`src/rtl/pim_pkg.sv`:
```
// shared types and constants for the pairwise identity matrix block
package pim_pkg;

    // field widths
    localparam int RES_W   = 3;
    localparam int IDX_W   = 3;
    localparam int COUNT_W = 17;
    localparam int SIM_W   = 17;
    localparam int CFG_W   = 4;
    localparam int FRAC_W  = 16;
    localparam int LANES   = 8;

    // saturation limit of a pair counter
    localparam logic [COUNT_W-1:0] COUNT_MAX = {COUNT_W{1'b1}};

    // reset value of the sequence count register
    localparam logic [CFG_W-1:0] SEQ_COUNT_RESET = 4'd8;

    // control from the sequencer to every pair lane
    typedef struct packed {
        logic count_en;
        logic clear;
    } t_lane_ctrl;

    // request into the identity divider
    typedef struct packed {
        logic               start;
        logic [COUNT_W-1:0] match_count;
        logic [COUNT_W-1:0] valid_count;
    } t_div_req;

    // status out of the identity divider
    typedef struct packed {
        logic             idle;
        logic             done;
        logic [SIM_W-1:0] quotient;
    } t_div_rsp;

endpackage

```
`src/rtl/pim_pair_lane.sv`:
```
// one sequence pair: saturating valid and match counters
module pim_pair_lane (
    input  logic                          i_clk,
    input  logic                          i_rst_n,
    input  pim_pkg::t_lane_ctrl           i_ctrl,
    input  logic [pim_pkg::RES_W-1:0]     i_res_a,
    input  logic [pim_pkg::RES_W-1:0]     i_res_b,
    output logic [pim_pkg::COUNT_W-1:0]   o_valid_count,
    output logic [pim_pkg::COUNT_W-1:0]   o_match_count
);

    logic [pim_pkg::COUNT_W-1:0] r_valid_count, n_valid_count;
    logic [pim_pkg::COUNT_W-1:0] r_match_count, n_match_count;
    logic                        w_both_valid;
    logic                        w_equal;

    // position counts when both residues are present
    assign w_both_valid = (i_res_a != '0) && (i_res_b != '0);
    assign w_equal      = (i_res_a == i_res_b);

    // next counter values with saturation
    always_comb begin
        n_valid_count = r_valid_count;
        n_match_count = r_match_count;
        if (i_ctrl.clear) begin
            n_valid_count = '0;
            n_match_count = '0;
        end else if (i_ctrl.count_en && w_both_valid) begin
            if (r_valid_count != pim_pkg::COUNT_MAX) begin
                n_valid_count = r_valid_count + 1'b1;
            end
            if (w_equal && (r_match_count != pim_pkg::COUNT_MAX)) begin
                n_match_count = r_match_count + 1'b1;
            end
        end
    end

    // counter registers
    always_ff @(posedge i_clk) begin
        if (!i_rst_n) begin
            r_valid_count <= '0;
            r_match_count <= '0;
        end else begin
            r_valid_count <= n_valid_count;
            r_match_count <= n_match_count;
        end
    end

    assign o_valid_count = r_valid_count;
    assign o_match_count = r_match_count;

endmodule

```
`src/rtl/pim_divider.sv`:
```
// iterative divider: floor(match * 65536 / valid), one quotient bit per cycle
module pim_divider (
    input  logic              i_clk,
    input  logic              i_rst_n,
    input  pim_pkg::t_div_req i_req,
    input  logic              i_take,
    output pim_pkg::t_div_rsp o_rsp
);

    localparam logic [1:0] DV_IDLE = 2'd0;
    localparam logic [1:0] DV_BUSY = 2'd1;
    localparam logic [1:0] DV_DONE = 2'd2;

    localparam int CNT_W = $clog2(pim_pkg::FRAC_W + 1);

    logic [1:0]                    r_state, n_state;
    logic [CNT_W-1:0]              r_cnt, n_cnt;
    logic [pim_pkg::COUNT_W-1:0]   r_rem, n_rem;
    logic [pim_pkg::COUNT_W-1:0]   r_div, n_div;
    logic [pim_pkg::SIM_W-1:0]     r_quo, n_quo;
    logic [pim_pkg::COUNT_W:0]     w_shift;
    logic                          w_ge;
    logic [pim_pkg::COUNT_W:0]     w_diff;
    logic                          w_first_ge;

    // one restoring step on the doubled remainder
    assign w_shift    = {r_rem, 1'b0};
    assign w_ge       = (w_shift >= {1'b0, r_div});
    assign w_diff     = w_shift - {1'b0, r_div};
    assign w_first_ge = (i_req.match_count >= i_req.valid_count);

    // sequencing of setup, sixteen steps and hold
    always_comb begin
        n_state = r_state;
        n_cnt   = r_cnt;
        n_rem   = r_rem;
        n_div   = r_div;
        n_quo   = r_quo;
        unique case (r_state)
            DV_IDLE: begin
                if (i_req.start) begin
                    n_div = i_req.valid_count;
                    if (i_req.valid_count == '0) begin
                        n_quo   = '0;
                        n_state = DV_DONE;
                    end else begin
                        // integer bit of the fraction, match never exceeds valid
                        n_quo   = {{(pim_pkg::SIM_W-1){1'b0}}, w_first_ge};
                        n_rem   = w_first_ge ? (i_req.match_count - i_req.valid_count)
                                             : i_req.match_count;
                        n_cnt   = CNT_W'(pim_pkg::FRAC_W);
                        n_state = DV_BUSY;
                    end
                end
            end
            DV_BUSY: begin
                n_quo = {r_quo[pim_pkg::SIM_W-2:0], w_ge};
                n_rem = w_ge ? w_diff[pim_pkg::COUNT_W-1:0]
                             : w_shift[pim_pkg::COUNT_W-1:0];
                n_cnt = r_cnt - 1'b1;
                if (r_cnt == CNT_W'(1)) begin
                    n_state = DV_DONE;
                end
            end
            DV_DONE: begin
                if (i_take) begin
                    n_state = DV_IDLE;
                end
            end
            default: begin
                n_state = DV_IDLE;
            end
        endcase
    end

    // control registers
    always_ff @(posedge i_clk) begin
        if (!i_rst_n) begin
            r_state <= DV_IDLE;
            r_cnt   <= '0;
        end else begin
            r_state <= n_state;
            r_cnt   <= n_cnt;
        end
    end

    // datapath registers
    always_ff @(posedge i_clk) begin
        r_rem <= n_rem;
        r_div <= n_div;
        r_quo <= n_quo;
    end

    assign o_rsp.idle     = (r_state == DV_IDLE);
    assign o_rsp.done     = (r_state == DV_DONE);
    assign o_rsp.quotient = r_quo;

endmodule

```
`src/rtl/pairwise_identity_matrix_top.sv`:
```
// Columns are taken one per cycle while o_stall is low; every pair lane counts in the same cycle.
// A last column starts a drain: each emitted pair passes through the
// bit-serial divider (setup, 16 steps, handoff); the output register holds one result.
// Input is stalled during the drain until the final pair enters the divider.
// Synchronous active-low reset clears all counters and sets the lane count to 8.
module pairwise_identity_matrix_top #(
    parameter int MAX_SEQUENCES = 8
) (
    input  logic                          i_clk,
    input  logic                          i_rst_n,
    input  logic                          i_cfg_we,
    input  logic [pim_pkg::CFG_W-1:0]     i_cfg_data,
    input  logic                          i_valid,
    output logic                          o_stall,
    input  logic [pim_pkg::RES_W-1:0]     i_residue_0,
    input  logic [pim_pkg::RES_W-1:0]     i_residue_1,
    input  logic [pim_pkg::RES_W-1:0]     i_residue_2,
    input  logic [pim_pkg::RES_W-1:0]     i_residue_3,
    input  logic [pim_pkg::RES_W-1:0]     i_residue_4,
    input  logic [pim_pkg::RES_W-1:0]     i_residue_5,
    input  logic [pim_pkg::RES_W-1:0]     i_residue_6,
    input  logic [pim_pkg::RES_W-1:0]     i_residue_7,
    input  logic                          i_last_column,
    output logic                          o_valid,
    input  logic                          i_stall,
    output logic [pim_pkg::IDX_W-1:0]     o_first_index,
    output logic [pim_pkg::IDX_W-1:0]     o_second_index,
    output logic [pim_pkg::SIM_W-1:0]     o_similarity,
    output logic                          o_last_pair
);

    localparam int PAIRS = (MAX_SEQUENCES * (MAX_SEQUENCES - 1)) / 2;
    localparam int SW    = $clog2(PAIRS + 1);
    localparam logic [pim_pkg::CFG_W-1:0] MAX_N = pim_pkg::CFG_W'(MAX_SEQUENCES);

    localparam logic ST_RUN   = 1'b0;
    localparam logic ST_DRAIN = 1'b1;

    logic                           r_state, n_state;
    logic [pim_pkg::CFG_W-1:0]      r_seq_count;
    logic [pim_pkg::IDX_W-1:0]      r_i, n_i;
    logic [pim_pkg::IDX_W-1:0]      r_j, n_j;
    logic [SW-1:0]                  r_slot, n_slot;
    logic [pim_pkg::IDX_W-1:0]      r_div_first, n_div_first;
    logic [pim_pkg::IDX_W-1:0]      r_div_second, n_div_second;
    logic                           r_div_last, n_div_last;
    logic                           r_out_valid;
    logic [pim_pkg::IDX_W-1:0]      r_out_first;
    logic [pim_pkg::IDX_W-1:0]      r_out_second;
    logic [pim_pkg::SIM_W-1:0]      r_out_sim;
    logic                           r_out_last;

    logic [pim_pkg::RES_W-1:0]      w_res [pim_pkg::LANES];
    logic [pim_pkg::COUNT_W-1:0]    w_valid_cnt [PAIRS];
    logic [pim_pkg::COUNT_W-1:0]    w_match_cnt [PAIRS];
    logic [pim_pkg::COUNT_W-1:0]    w_sel_valid;
    logic [pim_pkg::COUNT_W-1:0]    w_sel_match;
    logic [pim_pkg::CFG_W-1:0]      w_n_eff;
    logic                           w_accept;
    logic                           w_is_last_pair;
    logic                           w_row_wrap;
    logic                           w_take;
    pim_pkg::t_lane_ctrl            w_lane_ctrl;
    pim_pkg::t_div_req              w_div_req;
    pim_pkg::t_div_rsp              w_div_rsp;

    // residue lanes as an array
    assign w_res[0] = i_residue_0;
    assign w_res[1] = i_residue_1;
    assign w_res[2] = i_residue_2;
    assign w_res[3] = i_residue_3;
    assign w_res[4] = i_residue_4;
    assign w_res[5] = i_residue_5;
    assign w_res[6] = i_residue_6;
    assign w_res[7] = i_residue_7;

    // configuration register
    always_ff @(posedge i_clk) begin
        if (!i_rst_n) begin
            r_seq_count <= pim_pkg::SEQ_COUNT_RESET;
        end else if (i_cfg_we) begin
            r_seq_count <= i_cfg_data;
        end
    end

    // lanes in use, clamped to the built lane count
    assign w_n_eff = (r_seq_count > MAX_N) ? MAX_N : r_seq_count;

    assign o_stall  = (r_state == ST_DRAIN);
    assign w_accept = i_valid && !o_stall;

    // one counter lane per pair, in upper-triangle order
    for (genvar gi = 0; gi < MAX_SEQUENCES; gi++) begin : g_row
        for (genvar gj = gi + 1; gj < MAX_SEQUENCES; gj++) begin : g_pair
            localparam int SLOT = (gi * (2 * MAX_SEQUENCES - gi - 1)) / 2 + (gj - gi - 1);
            pim_pair_lane u_lane (
                .i_clk         (i_clk),
                .i_rst_n       (i_rst_n),
                .i_ctrl        (w_lane_ctrl),
                .i_res_a       (w_res[gi]),
                .i_res_b       (w_res[gj]),
                .o_valid_count (w_valid_cnt[SLOT]),
                .o_match_count (w_match_cnt[SLOT])
            );
        end
    end

    // merge: pick the counters of the pair being drained
    always_comb begin
        w_sel_valid = '0;
        w_sel_match = '0;
        for (int k = 0; k < PAIRS; k++) begin
            if (r_slot == SW'(k)) begin
                w_sel_valid = w_valid_cnt[k];
                w_sel_match = w_match_cnt[k];
            end
        end
    end

    // pair walk position
    assign w_is_last_pair = ({1'b0, r_i} == (w_n_eff - 4'd2)) &&
                            ({1'b0, r_j} == (w_n_eff - 4'd1));
    assign w_row_wrap     = (({1'b0, r_j} + 4'd1) >= w_n_eff);

    // drain sequencer
    always_comb begin
        n_state          = r_state;
        n_i              = r_i;
        n_j              = r_j;
        n_slot           = r_slot;
        n_div_first      = r_div_first;
        n_div_second     = r_div_second;
        n_div_last       = r_div_last;
        w_lane_ctrl      = '0;
        w_div_req.start  = 1'b0;
        w_div_req.match_count = w_sel_match;
        w_div_req.valid_count = w_sel_valid;
        w_lane_ctrl.count_en  = w_accept;
        unique case (r_state)
            ST_RUN: begin
                if (w_accept && i_last_column) begin
                    n_i     = '0;
                    n_j     = pim_pkg::IDX_W'(1);
                    n_slot  = '0;
                    n_state = ST_DRAIN;
                end
            end
            ST_DRAIN: begin
                if (w_n_eff < 4'd2) begin
                    // no pairs formed, only clear
                    w_lane_ctrl.clear = 1'b1;
                    n_state           = ST_RUN;
                end else if (w_div_rsp.idle) begin
                    w_div_req.start = 1'b1;
                    n_div_first     = r_i;
                    n_div_second    = r_j;
                    n_div_last      = w_is_last_pair;
                    if (w_is_last_pair) begin
                        w_lane_ctrl.clear = 1'b1;
                        n_state           = ST_RUN;
                    end else if (w_row_wrap) begin
                        n_i    = r_i + 1'b1;
                        n_j    = r_i + pim_pkg::IDX_W'(2);
                        n_slot = r_slot + SW'(MAX_SEQUENCES) - SW'(r_j);
                    end else begin
                        n_j    = r_j + 1'b1;
                        n_slot = r_slot + 1'b1;
                    end
                end
            end
            default: begin
                n_state = ST_RUN;
            end
        endcase
    end

    // sequencer registers
    always_ff @(posedge i_clk) begin
        if (!i_rst_n) begin
            r_state <= ST_RUN;
            r_i     <= '0;
            r_j     <= '0;
            r_slot  <= '0;
        end else begin
            r_state <= n_state;
            r_i     <= n_i;
            r_j     <= n_j;
            r_slot  <= n_slot;
        end
    end

    // pair tags that travel with the divider
    always_ff @(posedge i_clk) begin
        r_div_first  <= n_div_first;
        r_div_second <= n_div_second;
        r_div_last   <= n_div_last;
    end

    // shared identity divider
    pim_divider u_divider (
        .i_clk   (i_clk),
        .i_rst_n (i_rst_n),
        .i_req   (w_div_req),
        .i_take  (w_take),
        .o_rsp   (w_div_rsp)
    );

    // output register, loads when empty or being drained
    assign w_take = w_div_rsp.done && (!r_out_valid || !i_stall);

    always_ff @(posedge i_clk) begin
        if (!i_rst_n) begin
            r_out_valid <= 1'b0;
        end else if (w_take) begin
            r_out_valid <= 1'b1;
        end else if (!i_stall) begin
            r_out_valid <= 1'b0;
        end
    end

    always_ff @(posedge i_clk) begin
        if (w_take) begin
            r_out_first  <= r_div_first;
            r_out_second <= r_div_second;
            r_out_sim    <= w_div_rsp.quotient;
            r_out_last   <= r_div_last;
        end
    end

    assign o_valid        = r_out_valid;
    assign o_first_index  = r_out_first;
    assign o_second_index = r_out_second;
    assign o_similarity   = r_out_sim;
    assign o_last_pair    = r_out_last;

endmodule
```
`config.mk`:
```
export PLATFORM = sky130hd
export DESIGN_NAME = pairwise_identity_matrix_top
export DESIGN_NICKNAME = d
export VERILOG_FILES = /design/src/rtl/pim_pkg.sv /design/src/rtl/pim_pair_lane.sv /design/src/rtl/pim_divider.sv /design/src/rtl/pairwise_identity_matrix_top.sv
export SDC_FILE = /design/constraint.sdc
export NUM_CORES = 2
export LEC_CHECK = 0
export ABC_AREA = 1
export BUFFER_PORTS_ARGS = -buffer_cell sky130_fd_sc_hd__clkbuf_2
export CAP_MARGIN = 10
export CORE_UTILIZATION = 45
export CTS_CLUSTER_DIAMETER = 100
export CTS_CLUSTER_SIZE = 28
export DETAILED_ROUTE_END_ITERATION = 10
export SYNTH_ARGS = -nofsm -noshare
export SYNTH_HDL_FRONTEND = slang
export SYNTH_SLANG_ARGS = --single-unit
```
`constraint.sdc`:
```
create_clock -name i_clk -period 8.05 [get_ports i_clk]
set_input_delay 0.805 -clock i_clk [delete_from_list [all_inputs] [get_ports i_clk]]
set_output_delay 0.805 -clock i_clk [all_outputs]
set_load 0.05 [all_outputs]
```
==> metrics.txt <==
CP startpoint kind register; Die Wd 370 um; vias in the first global route a little over 50,000; Rows 134; pin count of the biggest net entering global routing between 150 and 200; area leader, netlist dfxtp_1; HP Class input pin to register; cts bufs inserted 49; IO Count 60; clk slew on worst S/H paths roughly 0.11 ns; Worst-Skew Late Latency between 0.7 and 0.8 ns; CP max-delay cell dfxtp_2; Final period util 93.4%; area grow syn2layout 6.20%; peak per-stage delay on the critical path 0.37 ns; Leak Pwr 23.6 nW; fmax approximately 130 MHz; final hold slack around 0.32 ns; failing checks design-rule violations; hpwl dp around 140,000 um; Reg2Reg Setup Slack about 0.54 ns; post-DR vias/cell about 5.3; Power Total 9.89 mW; syn_nets slightly above 9,000; htree depth 2; Netlist cell types 69; Initial Util between 40% and 50%; Tmin final 7.51 ns; CTS root buffer clkbuf_16; I/O Buffers between 50 and 60; VDD IR max roughly 0.00016 V; WP data required around 8.5 ns; Fin. Hold Viols 0; via count ~57,000; total track usage 25.9%; clk sink count about 1,100; CP endpoint kind register; mapped cell area between 0.06 and 0.07 mm^2; Reg2Reg Depth 61; ys async rst share 0%; Mapped Cells 9,043; grt ovf 0; worst-margin pin slew about 1.1 ns; die area approximately 0.14 mm^2; worst-case clock skew 0.0352 ns; Routability Congestion approximately 0.96; Setup-failing EPs final 0; Post-route DRC 30; most numerous cell in the Yosys netlist nand2_1; drt total wl 183,000 um; #FFs+latches synth ~1,100; CTS tree done; Synth top cells by count nand2_1, inv_1, dfxtp_1; Ys Warns 0; Final ANT Viol Nets 0; critical path arrival 7.98 ns; Most common cell on crit path nand2_1; DR pass1 iterations 11; Layout fillers between 10,000 and 15,000; P per Cell Area about 150 mW/mm^2; Final Max Slew Viols 0; register area share after synthesis between 30% and 40%; hold_buf cts 0; worst setup path class register to register; core area between 0.1 and 0.15 mm^2; share of cells above drive strength 1 roughly 4.7%; Max-slew headroom roughly 30%; status complete, but fails checks; initial antenna violation count 10; Crit Path Max Fanout 14; top cell type's share of synthesized area between 30 and 40%; global-route wire length before repair between 200,000 and 300,000 um; max cap viols 0; Max clock buf depth 3; Hold Path Cell Cnt 3; Final nets 9,163; ys flop type dfxtp_1; initial DRC count 5,010; largest cells by area after synthesis dfxtp_1, nand2_1, inv_1; Die Y-Extent roughly 370 um; Mean Syn Cell Area 6.72 um^2; Wirelength per Cell ~17 um; number of enable flip-flop cells after synthesis 82
[layer usage]
layer / up-vias / part of all wire [%] / global-route usage, %
met1: 26400 / 47 / 36.7
met3: 219 / 6.0 / 3.10
met5: - / 0.024 / 0
met4: 8 / 2.4 / 6.34
met2: 1390 / 45 / 41.6
li1: 29000 / - / -
[path summary, 6_finish.rpt]
path	startpoint	end
setup / recovery	r_slot[0]	u_divider.r_rem[3]
hold / removal	i_cfg_data[3]	r_seq_count[3]
setup reg to reg	r_slot[0]	u_divider.r_rem[3]
hold reg to reg	r_div_second[1]	o_second_index[1]
[worst max-delay path, delay by kind of cell, from the launching register on]
| family | cells | cell delay (ns) |
|---|---|---|
| AOI/OAI and AO/OA | 8 | 1.01 |
| buffers and inverters | 9 | 0.90 |
| DFF | 1 | 0.37 |
| adders and majority gates | 2 | 0.59 |
| and+or+nand+nor | 42 | 4.35 |
[per-stage QoR]
step                      std cells  cell area [um^2]  TNS, ns  util (%)  setup WS [ns]
after CTS                     10700             64400        0      48.1          0.247
final                         10800             64600        0      48.2          0.535
after detailed placement      10700             62800        0      46.9          0.288
after global routing          10800             64500  -0.0822      48.2        -0.0219
after global placement        10700             62800        0      46.9          0.333
after floorplan                9043             60800        0         -           1.66
[power breakdown]
part,internal (mW),switching [mW]
combinational,0.330,0.789
clock,1.31,1.96
sequential,5.42,0.0746
[repair_timing]
action,4_1_cts,5_1_grt
setup endpoints to repair,0,18
gates resized for setup,0,27
buffers inserted,0,10
[cells in the final DEF (no fill, tap or decap), types with 165 or more instances in the layout]
master   netlist  routed
nor2_1       940     934
o21ai_0      406     402
dfxtp_1      976     972
nand3_1      643     642
nor3_1       322     320
ha_1         168     165
nand2_1     2105    2101
a21oi_1      600     596
xor2_1       295     295
inv_1       1312    1308
[sequential cells by signal, indices dropped and copies added, names as in the netlist, 2 cells and up]
name / flops
g_row.g_pair.u_lane.o_match_count: 476
g_row.g_pair.u_lane.o_valid_count: 476
o_first_index: 3
o_second_index: 3
o_similarity: 17
r_div_first: 3
r_div_second: 3
r_i: 3
r_j: 3
r_seq_count: 4
r_slot: 5
u_divider.r_cnt: 5
u_divider.r_div: 17
u_divider.r_quo: 17
u_divider.r_rem: 17
u_divider.r_state: 2
[area by class of cell]
type	instances	area, um^2	area share [%]
clock buffers	61	1350	2.10
well taps	1768	2210	3.43
flip-flops and latches	1058	22000	34.1
multi-input cells	6352	32500	50.4
inverters	1328	4990	7.74
repair buffers	169	1170	1.81
clock inverters	22	268	0.415
diodes	5	12.5	0.0194
[logic make-up after synthesis]
logic type,count (synthesis),synth area share [%]
compound gates,1309,12.1
fa+ha+maj,171,3.56
flops,1058,36.2
buf+inv,1634,10.5
mux,1,0.0165
simple gates,4453,31.7
xor+xnor,417,6.01
(Power assumes the default switching activity.)
